**src/rtl/assert_macros.svh**
```systemverilog
// Assertion macros shared by the script lexer RTL.
// Each macro expects a signal named clk in the enclosing module; SL_ASSERT_IMP also needs rst.
`ifndef ASSERT_MACROS_SVH
`define ASSERT_MACROS_SVH

// Implication checked in the same cycle, ignored while in reset.
`define SL_ASSERT_IMP(lbl, ante, cons, msg) \
  lbl: assert property (@(posedge clk) disable iff (rst) (ante) |-> (cons)) \
    else $error(msg);

// Implication checked in the cycle after the antecedent, also across reset.
`define SL_ASSERT_NEXT(lbl, ante, cons, msg) \
  lbl: assert property (@(posedge clk) (ante) |=> (cons)) else $error(msg);

`endif

```
**src/rtl/sl_pkg.sv**
```systemverilog
// Shared types, codes and keyword tables of the script lexer.
// No dependencies; sl_front, sl_back and script_lexer import it.
`default_nettype none
package sl_pkg;

  localparam int SL_POS_BITS  = 16;
  localparam int SL_QDEPTH    = 4;
  localparam int SL_QPTR_BITS = $clog2(SL_QDEPTH);
  localparam int SL_NKW       = 6;

  typedef enum logic [2:0] {
    MODE_IDLE, MODE_COMMENT, MODE_STRING, MODE_INT, MODE_IDENT, MODE_KEYWORD, MODE_OPWAIT
  } mode_t;

  localparam logic [4:0] KIND_STRING = 5'd0;
  localparam logic [4:0] KIND_INT    = 5'd1;
  localparam logic [4:0] KIND_LPAREN = 5'd2;
  localparam logic [4:0] KIND_RPAREN = 5'd3;
  localparam logic [4:0] KIND_LBRACE = 5'd4;
  localparam logic [4:0] KIND_RBRACE = 5'd5;
  localparam logic [4:0] KIND_IDENT  = 5'd10;
  localparam logic [4:0] KIND_EQ     = 5'd13;
  localparam logic [4:0] KIND_ASSIGN = 5'd14;
  localparam logic [4:0] KIND_GT     = 5'd15;
  localparam logic [4:0] KIND_LT     = 5'd16;
  localparam logic [4:0] KIND_NE     = 5'd17;
  localparam logic [4:0] KIND_ADD    = 5'd18;
  localparam logic [4:0] KIND_SUB    = 5'd19;
  localparam logic [4:0] KIND_MUL    = 5'd20;
  localparam logic [4:0] KIND_DIV    = 5'd21;
  localparam logic [4:0] KIND_COMMA  = 5'd22;
  localparam logic [4:0] KIND_GEQ    = 5'd23;
  localparam logic [4:0] KIND_LEQ    = 5'd24;

  localparam logic [1:0] ERR_NONE    = 2'd0;
  localparam logic [1:0] ERR_UNKNOWN = 2'd1;
  localparam logic [1:0] ERR_UNTERM  = 2'd2;

  localparam logic [7:0] SL_KW_TEXT [SL_NKW][5] = '{
    '{"p", "r", "i", "n", "t"},
    '{"g", "e", "t", 8'h00, 8'h00},
    '{"v", "a", "r", 8'h00, 8'h00},
    '{"l", "o", "o", "p", 8'h00},
    '{"e", "l", "s", "e", 8'h00},
    '{"b", "r", "e", "a", "k"}
  };
  localparam logic [2:0] SL_KW_LEN [SL_NKW] = '{3'd5, 3'd3, 3'd3, 3'd4, 3'd4, 3'd5};
  localparam logic [4:0] SL_KW_KIND [SL_NKW] = '{5'd6, 5'd7, 5'd8, 5'd9, 5'd11, 5'd12};

  typedef struct packed {
    logic [4:0]  kind;
    logic [15:0] start_pos;
    logic [15:0] end_pos;
    logic [15:0] line;
    logic [1:0]  err;
  } token_t;

  // Up to two tokens come out of one source byte.
  typedef struct packed {
    token_t first;
    token_t second;
    logic   two;
  } tok_pair_t;

  typedef struct packed {
    logic [SL_QPTR_BITS:0] count;
    logic                  full;
  } q_status_t;

endpackage
`default_nettype wire

```
**src/rtl/sl_if.sv**
```systemverilog
// Channel interfaces of the script lexer: source bytes in, tokens out.
// Depends on nothing.
`default_nettype none
interface sl_in_if;
  logic       valid;
  logic       ready;
  logic [7:0] ch;
  logic       end_of_source;
  modport source (output valid, ch, end_of_source, input ready);
  modport sink (input valid, ch, end_of_source, output ready);
endinterface

interface sl_out_if;
  logic        valid;
  logic        ready;
  logic [4:0]  token_kind;
  logic [15:0] start_pos;
  logic [15:0] end_pos;
  logic [15:0] line_number;
  logic [1:0]  error_code;
  logic        last_of_run;
  modport source (output valid, token_kind, start_pos, end_pos, line_number, error_code,
                  last_of_run, input ready);
  modport sink (input valid, token_kind, start_pos, end_pos, line_number, error_code,
                last_of_run, output ready);
endinterface
`default_nettype wire

```
**src/rtl/sl_front.sv**
```systemverilog
// Front end: accepts one source byte per cycle while the token queue is not full, runs the scan state and
// forms up to two tokens per byte. Depends on sl_pkg and sl_if.
`default_nettype none
module sl_front import sl_pkg::*; #(
  parameter int POS_BITS = SL_POS_BITS
) (
  input  logic       clk,
  input  logic       rst,
  sl_in_if.sink      inp,
  input  q_status_t  qstat,
  output logic       push,
  output tok_pair_t  pair
);

  mode_t               mode, mode_next;
  logic [POS_BITS-1:0] tok_start, tok_start_next;
  logic [POS_BITS-1:0] pos, pos_next;
  logic [15:0]         line, line_next;
  logic [7:0]          op_char, op_char_next;
  logic [SL_NKW-1:0]   kw_mask, kw_mask_next;
  logic [2:0]          kw_fill, kw_fill_next;
  logic                esc, esc_next;

  logic                accept;
  logic [7:0]          c;
  logic [POS_BITS-1:0] prev;
  logic                is_let, is_dig, is_ws, is_nl;
  logic [SL_NKW-1:0]   kw_hit, kw_full, kw_first;
  logic [4:0]          kw_kind_hit;
  token_t              res [2];
  logic [1:0]          n;
  logic                do_idle;

  function automatic logic [15:0] pos16(input logic [POS_BITS-1:0] x);
    logic [31:0] w;
    w = 32'(x);
    return w[15:0];
  endfunction

  function automatic token_t mk(input logic [4:0] k, input logic [POS_BITS-1:0] s,
                                input logic [POS_BITS-1:0] e, input logic [15:0] l,
                                input logic [1:0] er);
    token_t t;
    t.kind = k;
    t.start_pos = pos16(s);
    t.end_pos = pos16(e);
    t.line = l;
    t.err = er;
    return t;
  endfunction

  function automatic token_t op_single(input logic [7:0] oc, input logic [POS_BITS-1:0] s,
                                       input logic [15:0] l);
    token_t t;
    case (oc)
      "=":     t = mk(KIND_ASSIGN, s, s, l, ERR_NONE);
      "<":     t = mk(KIND_LT, s, s, l, ERR_NONE);
      ">":     t = mk(KIND_GT, s, s, l, ERR_NONE);
      default: t = mk(KIND_STRING, s, s, l, ERR_UNKNOWN);
    endcase
    return t;
  endfunction

  assign accept = inp.valid & inp.ready;
  assign inp.ready = !qstat.full;
  assign c = inp.ch;
  assign prev = pos - 1'b1;

  assign is_let = (c >= "A" && c <= "Z") || (c >= "a" && c <= "z");
  assign is_dig = c >= "0" && c <= "9";
  assign is_nl  = c == 8'h0A;
  assign is_ws  = c == 8'h20 || c == 8'h09 || c == 8'h0B || c == 8'h0C || c == 8'h0D;

  // Keyword candidates are tracked as a mask; no keyword is a prefix of another.
  always_comb begin
    kw_kind_hit = KIND_IDENT;
    for (int k = 0; k < SL_NKW; k++) begin
      kw_first[k] = SL_KW_TEXT[k][0] == c;
      kw_hit[k]   = kw_mask[k] && (kw_fill < SL_KW_LEN[k]) && (kw_fill < 3'd5) &&
                    (SL_KW_TEXT[k][kw_fill] == c);
      kw_full[k]  = kw_hit[k] && (kw_fill + 3'd1 == SL_KW_LEN[k]);
      if (kw_full[k]) kw_kind_hit = SL_KW_KIND[k];
    end
  end

  always_comb begin
    mode_next      = mode;
    tok_start_next = tok_start;
    pos_next       = pos + 1'b1;
    line_next      = line;
    op_char_next   = op_char;
    kw_mask_next   = kw_mask;
    kw_fill_next   = kw_fill;
    esc_next       = esc;
    res[0]         = mk(KIND_STRING, pos, pos, line, ERR_NONE);
    res[1]         = res[0];
    n              = 2'd0;
    do_idle        = 1'b0;

    case (mode)
      MODE_COMMENT: begin
        if (is_nl) begin
          mode_next = MODE_IDLE;
          if (line != 16'hFFFF) line_next = line + 16'd1;
        end
      end
      MODE_STRING: begin
        if (esc && (c == "\"" || c == "\\")) begin
          esc_next = 1'b0;
        end else if (c == "\\") begin
          esc_next = 1'b1;
        end else begin
          esc_next = 1'b0;
          if (c == "\"" || c == "'") begin
            res[0] = mk(KIND_STRING, tok_start, pos, line, ERR_NONE);
            n = 2'd1;
            mode_next = MODE_IDLE;
          end else if (is_nl) begin
            res[0] = mk(KIND_STRING, tok_start, pos, line, ERR_UNTERM);
            n = 2'd1;
            if (line != 16'hFFFF) line_next = line + 16'd1;
            mode_next = MODE_IDLE;
          end
        end
      end
      MODE_INT: begin
        if (!is_dig) begin
          res[0] = mk(KIND_INT, tok_start, prev, line, ERR_NONE);
          n = 2'd1;
          do_idle = 1'b1;
        end
      end
      MODE_IDENT: begin
        if (!is_let) begin
          res[0] = mk(KIND_IDENT, tok_start, prev, line, ERR_NONE);
          n = 2'd1;
          do_idle = 1'b1;
        end
      end
      MODE_KEYWORD: begin
        if (!is_let) begin
          res[0] = mk(KIND_IDENT, tok_start, prev, line, ERR_NONE);
          n = 2'd1;
          do_idle = 1'b1;
        end else if (|kw_full) begin
          res[0] = mk(kw_kind_hit, tok_start, pos, line, ERR_NONE);
          n = 2'd1;
          mode_next = MODE_IDLE;
          kw_fill_next = 3'd0;
        end else if (|kw_hit) begin
          kw_mask_next = kw_hit;
          kw_fill_next = kw_fill + 3'd1;
        end else begin
          mode_next = MODE_IDENT;
        end
      end
      MODE_OPWAIT: begin
        if (c == "=") begin
          case (op_char)
            "=":     res[0] = mk(KIND_EQ, tok_start, pos, line, ERR_NONE);
            "<":     res[0] = mk(KIND_LEQ, tok_start, pos, line, ERR_NONE);
            ">":     res[0] = mk(KIND_GEQ, tok_start, pos, line, ERR_NONE);
            default: res[0] = mk(KIND_NE, tok_start, pos, line, ERR_NONE);
          endcase
          n = 2'd1;
          mode_next = MODE_IDLE;
        end else begin
          res[0] = op_single(op_char, tok_start, line);
          n = 2'd1;
          do_idle = 1'b1;
        end
      end
      default: do_idle = 1'b1;
    endcase

    if (do_idle) begin
      mode_next = MODE_IDLE;
      if (is_nl) begin
        if (line != 16'hFFFF) line_next = line + 16'd1;
      end else if (c == "#") begin
        mode_next = MODE_COMMENT;
      end else if (is_ws) begin
        mode_next = MODE_IDLE;
      end else if (c == "\"" || c == "'") begin
        mode_next = MODE_STRING;
        tok_start_next = pos;
        esc_next = 1'b0;
      end else if (is_dig) begin
        mode_next = MODE_INT;
        tok_start_next = pos;
      end else if (is_let) begin
        tok_start_next = pos;
        kw_mask_next = kw_first;
        kw_fill_next = 3'd1;
        mode_next = (|kw_first) ? MODE_KEYWORD : MODE_IDENT;
      end else if (c == "=" || c == "<" || c == ">" || c == "!") begin
        tok_start_next = pos;
        op_char_next = c;
        kw_fill_next = 3'd1;
        mode_next = MODE_OPWAIT;
      end else begin
        case (c)
          "(":     res[n[0]] = mk(KIND_LPAREN, pos, pos, line, ERR_NONE);
          ")":     res[n[0]] = mk(KIND_RPAREN, pos, pos, line, ERR_NONE);
          "{":     res[n[0]] = mk(KIND_LBRACE, pos, pos, line, ERR_NONE);
          "}":     res[n[0]] = mk(KIND_RBRACE, pos, pos, line, ERR_NONE);
          "+":     res[n[0]] = mk(KIND_ADD, pos, pos, line, ERR_NONE);
          "-":     res[n[0]] = mk(KIND_SUB, pos, pos, line, ERR_NONE);
          "*":     res[n[0]] = mk(KIND_MUL, pos, pos, line, ERR_NONE);
          "/":     res[n[0]] = mk(KIND_DIV, pos, pos, line, ERR_NONE);
          ",":     res[n[0]] = mk(KIND_COMMA, pos, pos, line, ERR_NONE);
          default: res[n[0]] = mk(KIND_STRING, pos, pos, line, ERR_UNKNOWN);
        endcase
        n = n + 2'd1;
      end
    end

    // At the end of the source any held token is flushed and the scan restarts.
    if (inp.end_of_source) begin
      case (mode_next)
        MODE_INT: begin
          res[n[0]] = mk(KIND_INT, tok_start_next, pos, line, ERR_NONE);
          n = n + 2'd1;
        end
        MODE_IDENT, MODE_KEYWORD: begin
          res[n[0]] = mk(KIND_IDENT, tok_start_next, pos, line, ERR_NONE);
          n = n + 2'd1;
        end
        MODE_OPWAIT: begin
          res[n[0]] = op_single(op_char_next, tok_start_next, line);
          n = n + 2'd1;
        end
        MODE_STRING: begin
          res[n[0]] = mk(KIND_STRING, tok_start_next, pos, line, ERR_UNTERM);
          n = n + 2'd1;
        end
        default: n = n;
      endcase
      mode_next      = MODE_IDLE;
      tok_start_next = '0;
      pos_next       = '0;
      line_next      = 16'd1;
      kw_fill_next   = 3'd0;
      esc_next       = 1'b0;
    end
  end

  assign push        = accept && (n != 2'd0);
  assign pair.first  = res[0];
  assign pair.second = res[1];
  assign pair.two    = n[1];

  always_ff @(posedge clk) begin
    if (rst) begin
      mode      <= MODE_IDLE;
      tok_start <= '0;
      pos       <= '0;
      line      <= 16'd1;
      kw_fill   <= 3'd0;
      esc       <= 1'b0;
    end else if (accept) begin
      mode      <= mode_next;
      tok_start <= tok_start_next;
      pos       <= pos_next;
      line      <= line_next;
      kw_fill   <= kw_fill_next;
      esc       <= esc_next;
    end
  end

  always_ff @(posedge clk) begin
    if (accept) begin
      op_char <= op_char_next;
      kw_mask <= kw_mask_next;
    end
  end

endmodule
`default_nettype wire

```
**src/rtl/sl_back.sv**
```systemverilog
// Back end: a short queue of token pairs that hands out one token per
// transaction and marks the last token of each byte. Depends on sl_pkg and sl_if.
`default_nettype none
module sl_back import sl_pkg::*; (
  input  logic       clk,
  input  logic       rst,
  input  logic       push,
  input  tok_pair_t  pair,
  output q_status_t  qstat,
  sl_out_if.source   outp
);

  tok_pair_t               q [SL_QDEPTH];
  logic [SL_QPTR_BITS-1:0] wr, rd;
  logic [SL_QPTR_BITS:0]   count;
  logic                    sel;
  logic                    pop, take;
  tok_pair_t               head;
  token_t                  cur;

  assign head = q[rd];
  assign cur  = sel ? head.second : head.first;
  assign take = outp.valid & outp.ready;
  assign pop  = take & (sel | !head.two);

  assign outp.valid       = count != '0;
  assign outp.token_kind  = cur.kind;
  assign outp.start_pos   = cur.start_pos;
  assign outp.end_pos     = cur.end_pos;
  assign outp.line_number = cur.line;
  assign outp.error_code  = cur.err;
  assign outp.last_of_run = sel | !head.two;

  assign qstat.count = count;
  assign qstat.full  = count == (SL_QPTR_BITS + 1)'(SL_QDEPTH);

  always_ff @(posedge clk) begin
    if (push) q[wr] <= pair;
  end

  always_ff @(posedge clk) begin
    if (rst) begin
      wr    <= '0;
      rd    <= '0;
      count <= '0;
      sel   <= 1'b0;
    end else begin
      if (push) wr <= wr + 1'b1;
      if (pop) rd <= rd + 1'b1;
      if (push && !pop) count <= count + 1'b1;
      else if (pop && !push) count <= count - 1'b1;
      if (pop) sel <= 1'b0;
      else if (take) sel <= 1'b1;
    end
  end

endmodule
`default_nettype wire

```
**src/rtl/script_lexer.sv**
```systemverilog
// Script lexer: one source byte per cycle in while the token queue is not full, tokens out.
// A token is written into the token queue when the byte that completes it is accepted.
// Throughput: one byte per cycle while the token queue is not full; a byte that yields two tokens needs two
// output transactions, absorbed by the four-entry token queue.
// Reset: synchronous, active high; scan state returns to idle at line one.
`default_nettype none
`include "assert_macros.svh"
module script_lexer import sl_pkg::*; #(
  parameter int POS_BITS = SL_POS_BITS
) (
  input  logic     clk,
  input  logic     rst,
  sl_in_if.sink    inp,
  sl_out_if.source outp
);

  q_status_t qstat;
  logic      push;
  tok_pair_t pair;

  sl_front #(.POS_BITS(POS_BITS)) u_front (
    .clk   (clk),
    .rst   (rst),
    .inp   (inp),
    .qstat (qstat),
    .push  (push),
    .pair  (pair)
  );

  sl_back u_back (
    .clk   (clk),
    .rst   (rst),
    .push  (push),
    .pair  (pair),
    .qstat (qstat),
    .outp  (outp)
  );

  `SL_ASSERT_IMP(a_err_kind, outp.valid && outp.error_code != ERR_NONE, outp.token_kind == KIND_STRING, "error token with non-zero kind")
  `SL_ASSERT_IMP(a_q_bound, 1'b1, qstat.count <= (SL_QPTR_BITS + 1)'(SL_QDEPTH), "token queue overflow")
  `SL_ASSERT_NEXT(a_rst_empty, rst, !outp.valid, "token offered straight after reset")
  `SL_ASSERT_IMP(a_line_nz, outp.valid, outp.line_number != 16'd0, "line number is zero")

endmodule
`default_nettype wire
```
**src/flat_wrapper.sv**
```systemverilog
// flat-port wrapper written by rule: the top's interface ports become plain ports
module script_lexer_flat import sl_pkg::*;
#(
  parameter int POS_BITS = SL_POS_BITS
)
  (clk, rst, inp_valid, inp_ch, inp_end_of_source, inp_ready, outp_valid, outp_token_kind, outp_start_pos, outp_end_pos, outp_line_number, outp_error_code, outp_last_of_run, outp_ready);
  sl_in_if inp_i ();
  sl_out_if outp_i ();
  input  logic clk;
  input  logic rst;
  input wire logic [$bits(inp_i.valid)-1:0] inp_valid;
  input wire logic [$bits(inp_i.ch)-1:0] inp_ch;
  input wire logic [$bits(inp_i.end_of_source)-1:0] inp_end_of_source;
  output wire logic [$bits(inp_i.ready)-1:0] inp_ready;
  output wire logic [$bits(outp_i.valid)-1:0] outp_valid;
  output wire logic [$bits(outp_i.token_kind)-1:0] outp_token_kind;
  output wire logic [$bits(outp_i.start_pos)-1:0] outp_start_pos;
  output wire logic [$bits(outp_i.end_pos)-1:0] outp_end_pos;
  output wire logic [$bits(outp_i.line_number)-1:0] outp_line_number;
  output wire logic [$bits(outp_i.error_code)-1:0] outp_error_code;
  output wire logic [$bits(outp_i.last_of_run)-1:0] outp_last_of_run;
  input wire logic [$bits(outp_i.ready)-1:0] outp_ready;
  assign inp_i.valid = inp_valid;
  assign inp_i.ch = inp_ch;
  assign inp_i.end_of_source = inp_end_of_source;
  assign inp_ready = inp_i.ready;
  assign outp_valid = outp_i.valid;
  assign outp_token_kind = outp_i.token_kind;
  assign outp_start_pos = outp_i.start_pos;
  assign outp_end_pos = outp_i.end_pos;
  assign outp_line_number = outp_i.line_number;
  assign outp_error_code = outp_i.error_code;
  assign outp_last_of_run = outp_i.last_of_run;
  assign outp_i.ready = outp_ready;
  script_lexer #(.POS_BITS(POS_BITS)) u_core (.clk(clk), .rst(rst), .inp(inp_i), .outp(outp_i));
endmodule
```
**config.mk**
```make
export PLATFORM = sky130hd
export DESIGN_NAME = script_lexer_flat
export DESIGN_NICKNAME = d
export VERILOG_FILES = /design/src/rtl/sl_pkg.sv /design/src/rtl/sl_if.sv /design/src/rtl/sl_front.sv /design/src/rtl/sl_back.sv /design/src/rtl/script_lexer.sv /design/src/flat_wrapper.sv
export VERILOG_INCLUDE_DIRS = /design/src /design/src/rtl
export SDC_FILE = /design/constraint.sdc
export NUM_CORES = 1
export LEC_CHECK = 0
export BUFFER_PORTS_ARGS = -buffer_cell sky130_fd_sc_hd__buf_2
export CORE_MARGIN = 4
export CORE_UTILIZATION = 30
export CTS_CLUSTER_SIZE = 12
export DETAILED_ROUTE_END_ITERATION = 8
export HOLD_SLACK_MARGIN = 0.06
export PLACE_DENSITY_LB_ADDON = 0.08
export SLEW_MARGIN = 20
export SYNTH_ARGS = -nofsm -noshare
export SYNTH_HDL_FRONTEND = slang
export SYNTH_SLANG_ARGS = --single-unit
```
**constraint.sdc**
```tcl
create_clock -name clk -period 9.3 [get_ports clk]
set_input_delay 0.93 -clock clk [delete_from_list [all_inputs] [get_ports clk]]
set_output_delay 0.93 -clock clk [all_outputs]
set_load 0.02 [all_outputs]
```
=== Word-level counts from Yosys, hierarchy flattened ===
Memory sizes are Yosys's and may differ from the RTL's. A register that Yosys moved wholly into a read port is not among the register bits.
Cells that the tools add are included.

* $add $sub $neg: 10
* Order comparisons: 14
* Bitwise gates (word level): 7
* Reduce and logical (&&, ||, !) cells: 58
* Mux-type cells: 172
* Equality and inequality tests: 57

{| class="wikitable"
|+ Operators with widths
! kind !! count
|-
| 110-bit bitwise mux || 14
|-
| 110-bit 2-to-1 mux || 9
|-
| 110-bit one-hot mux with 9 select lines || 1
|-
| 55-bit one-hot mux with 3 select lines || 3
|-
| 55-bit 2-to-1 mux || 8
|-
| 110-bit one-hot mux with 4 select lines || 1
|-
| 16-bit 2-to-1 mux || 19
|-
| 55-bit one-hot mux with 5 select lines || 1
|-
| 50-bit 2-to-1 mux || 4
|-
| 8-bit by 6-bit == test with 1-bit output, second input constant || 21
|-
| 8-bit 2-to-1 mux || 20
|-
| 55-bit demux with 1-bit select || 2
|-
| 3-bit 2-to-1 mux || 32
|-
| 6-bit 2-to-1 mux || 11
|-
| 54-bit 2-to-1 mux || 1
|-
| 51-bit 2-to-1 mux || 1
|-
| 7-bit by 8-bit == test with 1-bit output, first input constant || 6
|-
| 8-bit == test || 6
|-
| 8-bit by 4-bit == test with 1-bit output, second input constant || 5
|-
| 1-bit logical AND || 33
|-
| 16-bit by 1-bit adder with 16-bit output, second input constant || 2
|-
| 16-bit one-hot mux with 2 select lines || 1
|-
| 3-bit == test, second input constant || 9
|-
| 5-bit 2-to-1 mux || 5
|-
| other kinds (34) || 103
|}

* Bits in writable memories: 444
* Bits in registers: 77
* Bits in read-only memories: 384
* Memories kept: 7
* Logic and storage cells: 337

{| class="wikitable"
|+ Memories
! name !! depth !! bits a word !! read ports !! clocked after Yosys merged registers in !! write ports !! line !! source
|-
| u_core.u_back.q || 4 || 111 || 1 || 1 || 1 || sl_back.sv:13 || <nowiki>tok_pair_t q [SL_QDEPTH];</nowiki>
|-
| (name not given) || 8 || 8 || 1 || 0 || 0 || sl_front.sv:80 || <nowiki>(SL_KW_TEXT[k][kw_fill] == c);</nowiki>
|-
| (name not given) || 8 || 8 || 1 || 0 || 0 || sl_front.sv:80 ||
|-
| (name not given) || 8 || 8 || 1 || 0 || 0 || sl_front.sv:80 ||
|-
| (name not given) || 8 || 8 || 1 || 0 || 0 || sl_front.sv:80 ||
|-
| (name not given) || 8 || 8 || 1 || 0 || 0 || sl_front.sv:80 ||
|-
| +1 memories || -- || -- || -- || -- || -- || -- ||
|}

=== Depth between registers and ports, before layout ===
Gate-level depths: netlist of the first run.

* Word-level depth: 29
* Depth in mapped cells: 21
* Mapped depth without buffers: 20

=== Hierarchy ===
From an unflattened synthesis of the first run, not the netlist that was laid out.

* Cell total of the unflattened synthesis: 1,712
* Area, all modules: 24,387.1 um^2

{| class="wikitable"
|+ By module, submodules not included
! module !! instances !! seq. area each (um^2) !! area an instance (um^2) !! cells each
|-
| sl_back || 1 || 13,533.0 || 17,222.8 || 701
|-
| sl_front || 1 || 1,521.5 || 7,164.4 || 1,011
|}

=== Worst setup path after synthesis of the first run ===
OpenSTA, ideal clock, no wires.

* Kind: input -> register
* Start: input inp_ch[7]
* End: memory u_core.u_back.q[0][0] in the netlist's numbering (enable)
* Slack: 2,058 ps
* Buffers on the path: 2
* Arrival time: 6,759 ps
* Cell stages on the path: 12
* Library setup time: 483 ps
* Cells stage by stage: clkbuf_1 nor4b_2 nand2_1 o221ai_1 o221ai_1 o21bai_1 clkbuf_1 ha_1 nor3_2 o41ai_4 o311a_1 and2_1

* Cells in the longest elaborated chain, start to end: 23

{| class="wikitable"
|+ Ends and longest elaborated chain
! element !! line !! source
|-
| from (decl) || flat_wrapper.sv:12 || <nowiki>input wire logic [$bits(inp_i.ch)-1:0] inp_ch;</nowiki>
|-
| 8-bit == test || sl_front.sv:80 ||
|-
| 1-bit logical AND || sl_front.sv:79 || <nowiki>kw_hit[k] = kw_mask[k] && (kw_fill < SL_KW_LEN[k]) && (kw_fill < 3'd5) &&</nowiki>
|-
| 1-bit logical AND || sl_front.sv:81 || <nowiki>kw_full[k] = kw_hit[k] && (kw_fill + 3'd1 == SL_KW_LEN[k]);</nowiki>
|-
| 6-bit OR reduction || sl_front.sv:145 || <nowiki>end else if (|kw_full) begin</nowiki>
|-
| 1-bit 2-to-1 mux || sl_front.sv:145 ||
|-
| 1-bit 2-to-1 mux || sl_front.sv:141 || <nowiki>if (!is_let) begin</nowiki>
|-
| 1-bit one-hot mux with 5 select lines || sl_front.sv:100 || <nowiki>case (mode)</nowiki>
|-
| 2-bit by 1-bit adder with 2-bit output || sl_front.sv:214 || <nowiki>n = n + 2'd1;</nowiki>
|-
| [... 8 more ...] || -- ||
|-
| 2-bit by 1-bit adder with 2-bit output || -- ||
|-
| 2-bit 2-to-1 mux || -- ||
|-
| 2-bit 2-to-1 mux (*) || sl_front.sv:219 || <nowiki>if (inp.end_of_source) begin</nowiki>
|-
| 2-bit nonzero test (*) || sl_front.sv:248 || <nowiki>assign push = accept && (n != 2'd0);</nowiki>
|-
| 1-bit logical AND (*) || sl_front.sv:248 ||
|-
| net u_core.push || script_lexer.sv:18 || <nowiki>logic push;</nowiki>
|-
| 1-bit 2-to-1 mux (*) || sl_back.sv:38 || <nowiki>if (push) q[wr] <= pair;</nowiki>
|-
| 1-bit 2-to-1 mux (not written as such) (*) || sl_back.sv:38 ||
|-
| to (decl) || sl_back.sv:13 ||
|}

The timed path passes the listed nets; every way through them passes the cells marked *.

=== Worst setup path after layout of the first run ===
* Start: register u_core.u_front.kw_fill[2]
* End: memory u_core.u_back.q[1][36] in the netlist's numbering (enable)

* Cells in the longest elaborated chain, start to end: 27

{| class="wikitable"
|+ Ends and longest elaborated chain
! element !! line !! source
|-
| from (decl) || sl_front.sv:21 || <nowiki>logic [2:0] kw_fill, kw_fill_next;</nowiki>
|-
| from (signal assigned) || sl_front.sv:266 || <nowiki>kw_fill <= kw_fill_next;</nowiki>
|-
| 3-bit inverter with 4-bit output (not written as such) || sl_front.sv:80 ||
|-
| memory 8 x 8 bit || -- ||
|-
| 8-bit 2-to-1 mux (not written as such) (2 in series) || sl_front.sv:80 ||
|-
| 8-bit == test || sl_front.sv:80 ||
|-
| 1-bit logical AND || sl_front.sv:79 ||
|-
| 1-bit logical AND || sl_front.sv:81 ||
|-
| 6-bit OR reduction || sl_front.sv:145 ||
|-
| 1-bit 2-to-1 mux || sl_front.sv:145 ||
|-
| [... 11 more ...] || -- ||
|-
| 2-bit by 1-bit adder with 2-bit output || -- ||
|-
| 2-bit 2-to-1 mux || -- ||
|-
| 2-bit 2-to-1 mux (*) || sl_front.sv:219 ||
|-
| 2-bit nonzero test (*) || sl_front.sv:248 ||
|-
| 1-bit logical AND (*) || sl_front.sv:248 ||
|-
| net u_core.push || script_lexer.sv:18 ||
|-
| 1-bit 2-to-1 mux (*) || sl_back.sv:38 ||
|-
| 1-bit 2-to-1 mux (not written as such) (*) || sl_back.sv:38 ||
|}

The timed path passes the listed nets; every way through them passes the cells marked *. The select of a mux whose other input is x is not followed.

==> impl_metrics.json, run 1 <==
{
  "outcome": "complete, no violations",
  "slew_headroom": 0.2336,
  "swShare": 0.2772,
  "routed_wl_mm": 69.63,
  "drive_gt1_frac": 0.2251,
  "synth_top_family_by_area": "multiplexers",
  "internal_power_uw": 4439,
  "cap_violations": 0,
  "syn_nets": 1768,
  "grt_max_degree": 86,
  "yosysWarnings": 0,
  "tightest_slew_ns": 1.121,
  "ctsHoldBuffers": 0,
  "num_rows": 104,
  "finalNetCount": 1747,
  "power_frac_seq": 0.457,
  "setup_tns_ns": 0,
  "synth_area_leaders": "edfxtp_1, mux4_2, dfxtp_1, mux2_2, clkbuf_1",
  "grt_usage": 0.1604,
  "clkSinkCount": 523,
  "io_pins": 71,
  "ys_seq_elements": 523,
  "grt_overflow": 0,
  "clock_latency_ns": 0.60,
  "hold_viol": 0,
  "setup_violations": 0,
  "critPathArrivalTime_ns": 6.50,
  "via_per_inst": 5.303,
  "synth.distinct_cells": 98,
  "die_x_um": 292.7,
  "synth_compound_area_frac": 0.09656,
  "clock_path_buffers": 3,
  "synth_top_area_share": 0.5655,
  "gp_congestion": 0.8765,
  "cts_tree": "done",
  "clock_skew_ns": 0.01894,
  "finalMaxSlewViolations": 0,
  "fmax_mhz": 160.0,
  "r2r_slack_ns": 3.05,
  "initial_core_util": 0.3024,
  "postCtsSetupBuffers": 0,
  "power_density_nw_per_um2": 224.9,
  "clkPwrFrac": 0.343,
  "root_buffer": "clkbuf_16",
  "antenna_found_initial": 0,
  "ant_nets": 0,
  "synth_mux_area_frac": 0.1409,
  "cpPeakStageDelay_ns": 0.91,
  "path_max_fanout": 56,
  "via_count": 14960,
  "crit_chain": "inv_1 -> ha_1 -> and2_1 -> nand3b_1 -> or4_4 -> o2111ai_2 -> nor3_1 -> o21bai_1 -> ha_1 -> nor3_2 -> o41ai_4 -> o311a_1 -> and2_4 -> buf_12",
  "drc_errors": 0,
  "hp-class": "register to register",
  "grt_pass1_vias": 15500,
  "crit_path_top_delay_cell": "and2_4",
  "path_class": "register to register",
  "die_h_um": 292.7,
  "vdd_drop_max_mv": 0.1373,
  "first_pass_iters": 6,
  "cts_buffers": 57,
  "syn_area_per_cell_um2": 14.02,
  "place_hpwl_mm": 43.70,
  "ys.flop_type": "edfxtp_1",
  "p_comb_frac": 0.201,
  "path_buf_inv": 2,
  "fin_crit_sh": 0.6721,
  "final_util": 0.3395,
  "portBuffers": 70,
  "core_area_um2": 80420,
  "cellLeakagePower_uw": 0.008845,
  "htreeDepth": 2,
  "crit_family": "simple AND/OR/NAND/NOR gates",
  "synth_edf_count": 458,
  "area_delta_synth_final_pct": 12.26,
  "crit_required_ns": 9.55,
  "fillerInstances": 7882,
  "wire_per_inst_um": 24.68,
  "fin_crit_ns": 6.251,
  "grt_pass1_wl_mm": 104.5,
  "syn_area_um2": 24320,
  "synth_xor_xnor_area_share": 0.01080,
  "synth_top_cell_by_area": "edfxtp_1",
  "cts_resized": 0,
  "synth-simple-area-share": 0.08957,
  "cp-end-kind": "register",
  "drt_iter0_drc": 1026,
  "dieArea_um2": 85690,
  "ys_seq_area_frac": 0.6190,
  "p_sw_uw": 1702,
  "startpoint_type": "register",
  "syn_inst": 1735,
  "clk_pin_slew_ns": 0.07,
  "synth-async-reset-ratio": 0,
  "grt_setup_unrepaired": "false",
  "synth_fa_ha_area_frac": 0.01060,
  "crit_path_frequent_cell": "ha_1"
}
[kinds of logic (layout without fill, tap and decap cells)]
logic type,count (synthesis),after routing
AO/OA/AOI/OAI,340,340
XOR/XNOR,30,30
adder cells (fa/ha/maj),20,20
buffers and inverters,201,225
flip-flops,523,523
multiplexers,191,191
other,0,2
AND/OR/NAND/NOR,430,430
[metrics by stage]
step | area [um2] | hold slack, ns | setup WS [ns] | total power (uW) | cells
6_report | 27300 | 0.5124 | 3.049 | 6141 | 2821
4_1_cts | 27290 | 0.5139 | 3.005 | 6269 | 2819
2_1_floorplan | 24320 | 0.4400 | 2.058 | 3707 | 1735
3_3_place_gp | 25570 | 0.4884 | 2.817 | 4131 | 2715
3_5_place_dp | 25580 | 0.5032 | 2.684 | 4134 | 2715
5_1_grt | 27300 | 0.5503 | 2.573 | 6447 | 2819
[final timing paths]
check                                                       startpoint                               end  cells past startpoint
worst max-delay path            u_core.u_front.kw_fill[2]$_SDFFE_PP0P_  u_core.u_back.q[1][36]$_DFFE_PP_                     14
worst min register to register        u_core.u_back.wr[1]$_SDFFE_PP0P_  u_core.u_back.wr[1]$_SDFFE_PP0P_                      2
worst max register to register  u_core.u_front.kw_fill[2]$_SDFFE_PP0P_  u_core.u_back.q[1][36]$_DFFE_PP_                     14
worst min-delay path                  u_core.u_back.wr[1]$_SDFFE_PP0P_  u_core.u_back.wr[1]$_SDFFE_PP0P_                      2
[power by group through the flow]
stage / clock (uW) / combinational (uW) / sequential (uW)
floorplan: 0 / 904 / 2800
global placement: 0 / 1270 / 2860
detailed placement: 0 / 1270 / 2860
CTS: 2180 / 1280 / 2810
global route: 2280 / 1340 / 2830
finish: 2100 / 1230 / 2810
[cell usage after synthesis (12+ instances only)]
library cell and n:
xnor2_1 13, a22oi_1 20, buf_1 25, mux4_2 111, a211oi_1 17, edfxtp_1 458, nor3_1 26, and2_1 18
and3_1 14, inv_1 25, nand2_1 100, clkbuf_1 134, nor2_1 127, or3_1 15, dfxtp_1 65, nand2b_1 21
ha_1 19, a31oi_1 18, nor2b_1 12, o21ai_0 65, xor2_1 17, nand3_1 31, a21oi_1 85, mux2_2 60
[layer usage]
layer / GRT usage / vias up / share of wire
met4: 0.03920 / 0 / 0.023
met2: 0.2685 / 364 / 0.48
met3: 0.02320 / 104 / 0.037
met1: 0.2210 / 7773 / 0.46
li1: - / 6719 / -
met5: 0 / - / 0
[final cells by class]
cell class                      count  area [um2]  area share
Tap cell                         1060        1326     0.04858
Inverter                           26       97.59    0.003575
Multi-Input combinational cell   1011        8502      0.3114
Sequential cell                   523       15070      0.5518
Timing Repair Buffer               95       588.1     0.02154
Antenna cell                        2       5.005   0.0001833
Clock buffer                       78        1535     0.05623
Clock inverter                     26       182.7    0.006691
[cells in the final DEF, fill, tap and decap left out, types with 19 or more instances in the layout]
master,Yosys,routed
edfxtp_1,458,458
nor2_1,127,127
mux4_2,111,111
nand2_1,100,100
a21oi_1,85,85
buf_2,10,70
o21ai_0,65,65
dfxtp_1,65,62
mux2_2,60,60
clkbuf_16,0,57
nand3_1,31,31
inv_1,25,25
nor3_1,26,25
nand2b_1,21,21
buf_4,5,21
a22oi_1,20,20
ha_1,19,19
[worst reg2reg max path: cells and delay by family (launching register included)]
family | cells | cell delay, ns
buffers and inverters | 2 | 0.68
AO/OA/AOI/OAI | 4 | 1.54
AND/OR/NAND/NOR | 6 | 2.05
flip-flops | 1 | 0.74
adder cells (fa/ha/maj) | 2 | 0.89
[state kept, by name, summed over array words and instances (netlist names), named ones only]
| signal | count |
|---|---|
| u_core.u_back.q | 444 |
| u_core.u_front.line | 16 |
| u_core.u_front.pos | 16 |
| u_core.u_front.tok_start | 16 |
| u_core.u_front.op_char | 8 |
| u_core.u_front.kw_mask | 6 |
| u_core.u_back.count | 3 |
| u_core.u_front.kw_fill | 3 |
| u_core.u_front.mode | 3 |
| u_core.u_back.rd | 2 |
| u_core.u_back.wr | 2 |
| u_core.u_back.sel | 1 |
| u_core.u_front.esc | 1 |
No activity file was read; power rests on OpenSTA's default activity.
==> inputs of run 2 (changes only) <==
==> constraint.sdc (replaced) <==
create_clock -name clk -period 5.5 [get_ports clk]
set_input_delay 0.55 -clock clk [delete_from_list [all_inputs] [get_ports clk]]
set_output_delay 0.55 -clock clk [all_outputs]
set_load 0.02 [all_outputs]
==> run 2 against run 1 <==
Effect of this change: setup slack got worse by 2.7 ns; first-iteration DRC count rose by 17%; maximum frequency increased by 22%; clock power increased by 66%; register-to-register slack got worse by 2.7 ns; critical path type unchanged; critical endpoint is now u_core.u_back.q[2][90]$_DFFE_PP_; largest cell class unchanged; highest routed layer unchanged.
==> impl_metrics.json, run 2 (same netlist as run 1, synthesis figures left out) <==
{
  "drt_iter0_drc": 1204,
  "initial_core_util": 0.3024,
  "pre_cts_ws_ns": 0.1354,
  "hold_viol": 0,
  "grt_overflow": 0,
  "portBuffers": 70,
  "r2r_slack_ns": 0.36,
  "fillerInstances": 7819,
  "cts_tree": "done",
  "grt_max_degree": 70,
  "grt_pass1_wl_mm": 102.3,
  "drive_gt1_frac": 0.2425,
  "clock_latency_ns": 0.60,
  "clock_path_buffers": 3,
  "final_util": 0.3439,
  "vdd_drop_max_mv": 0.2329,
  "stdcell_area_um2": 27660,
  "die_x_um": 292.7,
  "grt_setup_unrepaired": "false",
  "gp_congestion": 0.8688,
  "final_common_cell": "edfxtp_1",
  "drc_errors": 0,
  "cellLeakagePower_uw": 0.009057,
  "final_cell_mix": "edfxtp_1, nor2_1, mux4_2",
  "r2r_start": "u_core.u_front.kw_fill[0]$_SDFFE_PP0P_",
  "place_area_um2": 25960,
  "path_max_fanout": 12,
  "crit_required_ns": 5.84,
  "min_to": "u_core.u_back.sel$_SDFFE_PP0P_",
  "hp-start": "outp_ready",
  "area_delta_synth_final_pct": 13.73,
  "clkSinkCount": 523,
  "clock_skew_ns": 0.01303,
  "cpPeakStageDelay_ns": 0.60,
  "cp-end-kind": "register",
  "wire_per_inst_um": 23.91,
  "routed_wl_mm": 68.33,
  "hp-class": "input port to register",
  "crit_chain": "ha_1 -> inv_1 -> ha_1 -> and2_1 -> nand3b_1 -> or4_4 -> o2111ai_2 -> nor3_2 -> o21bai_1 -> ha_1 -> o31ai_4 -> o41ai_4 -> buf_4 -> nor3_4 -> buf_4 -> mux2i_2 -> buf_4 -> mux2_2",
  "via_per_inst": 5.223,
  "setup_violations": 0,
  "root_buffer": "clkbuf_16",
  "finalNetCount": 1787,
  "first_pass_iters": 5,
  "hold_depth": 4,
  "core_area_um2": 80420,
  "io_pins": 71,
  "crit_path_top_delay_cell": "or4_4",
  "grt_usage": 0.1572,
  "htreeDepth": 2,
  "largest_reg_flops": 444,
  "fmax_mhz": 194.5,
  "grt_pass1_vias": 15150,
  "tightest_slew_ns": 0.9590,
  "setup_tns_ns": 0,
  "place_hpwl_mm": 44.96,
  "path_class": "register to register",
  "dieArea_um2": 85690,
  "num_rows": 104,
  "fin_crit_sh": 0.9350,
  "fin_crit_ns": 5.143,
  "startpoint_type": "register",
  "critPathArrivalTime_ns": 5.48,
  "cts_buffers": 57,
  "clk_pin_slew_ns": 0.06,
  "reg2reg_to": "u_core.u_back.q[2][90]$_DFFE_PP_",
  "die_h_um": 292.7,
  "outcome": "complete, no violations",
  "via_count": 14930,
  "power_density_nw_per_um2": 374.4,
  "cap_violations": 0,
  "finalMaxSlewViolations": 0,
  "ant_nets": 0,
  "top_register": "u_core.u_back.q",
  "slew_headroom": 0.3598,
  "setup_slack_ns": 0.3573,
  "diodes": 0,
  "rr_worst_depth": 18,
  "antenna_found_initial": 0
}
## run 2: cell types whose count changed in the layout (fill, tap and decap cells not counted), sizes merged
| cell | delta |
|---|---|
| clkinv | +9 |
| inv | -2 |
| buf | +40 |
| clkbuf | -7 |
| diode | -2 |
| bufinv | -1 |
## run 2: critical path: cells and delay by family (launching register included)
kind            cells  cell delay, ns
fa+ha+maj           3            0.97
buf+inv             4            0.72
compound gates      4            0.82
mux                 2            0.62
flops               1            0.51
simple gates        5            1.21
## run 2: timing repair
action                     CTS  global route
setup endpoints to repair    0           300
hold buffers                 0             0
setup buffers                0             0
resized for setup            0             2
## run 2: worst max-delay path by stage
stage	endpoint	depth (start not counted)	slack [ns]	start
5_1_grt	u_core.u_back.q[3][74]$_DFFE_PP_	17	0.08	u_core.u_front.kw_fill[0]$_SDFFE_PP0P_
3_5_place_dp	u_core.u_back.q[3][53]$_DFFE_PP_	14	0.14	u_core.u_front.kw_fill[0]$_SDFFE_PP0P_
4_1_cts	u_core.u_back.q[3][1]$_DFFE_PP_	14	0.12	u_core.u_front.kw_fill[0]$_SDFFE_PP0P_
6_report	u_core.u_back.q[2][90]$_DFFE_PP_	18	0.36	u_core.u_front.kw_fill[0]$_SDFFE_PP0P_
2_1_floorplan	u_core.u_back.q[0][0]$_DFFE_PP_	15	-0.40	u_core.u_front.kw_fill[1]$_SDFFE_PP0P_
3_3_place_gp	u_core.u_back.count[2]$_SDFFE_PP0P_	18	0.23	u_core.u_front.kw_fill[0]$_SDFFE_PP0P_
## run 2: through the flow
step	power [uW]	hold slack, ns	cells
floorplan	6253	0.4400	1735
global placement	7020	0.5030	2755
detailed placement	7022	0.4987	2755
CTS	10560	0.3235	2858
global route	10870	0.3670	2858
finish	10360	0.3479	2858
## run 2: final cells by class
type / instances / area, um2 / area share
Tap cell: 1060 / 1326 / 0.04795
Clock buffer: 71 / 1500 / 0.05424
Sequential cell: 523 / 15070 / 0.5447
Multi-Input combinational cell: 1011 / 8504 / 0.3075
Timing Repair Buffer: 135 / 975.9 / 0.03528
Inverter: 26 / 97.59 / 0.003528
Clock inverter: 32 / 188.9 / 0.006831
## run 2: power breakdown
| group | internal (uW) | leakage (uW) | switching (uW) | total (uW) |
|---|---|---|---|---|
| registers | 4580 | 0.00494 | 160 | 4740 |
| clock network | 1970 | 0.000824 | 1520 | 3490 |
| logic | 921 | 0.00329 | 1200 | 2120 |
| total | 7470 | 0.00906 | 2880 | 10400 |
## run 2: layer usage
layer  up-vias  GRT usage  share of wire
met5         -          0              0
met4         0    0.04502          0.027
met3        87    0.02358          0.044
met2       347     0.2548           0.48
met1      7712     0.2204           0.45
li1       6781          -              -
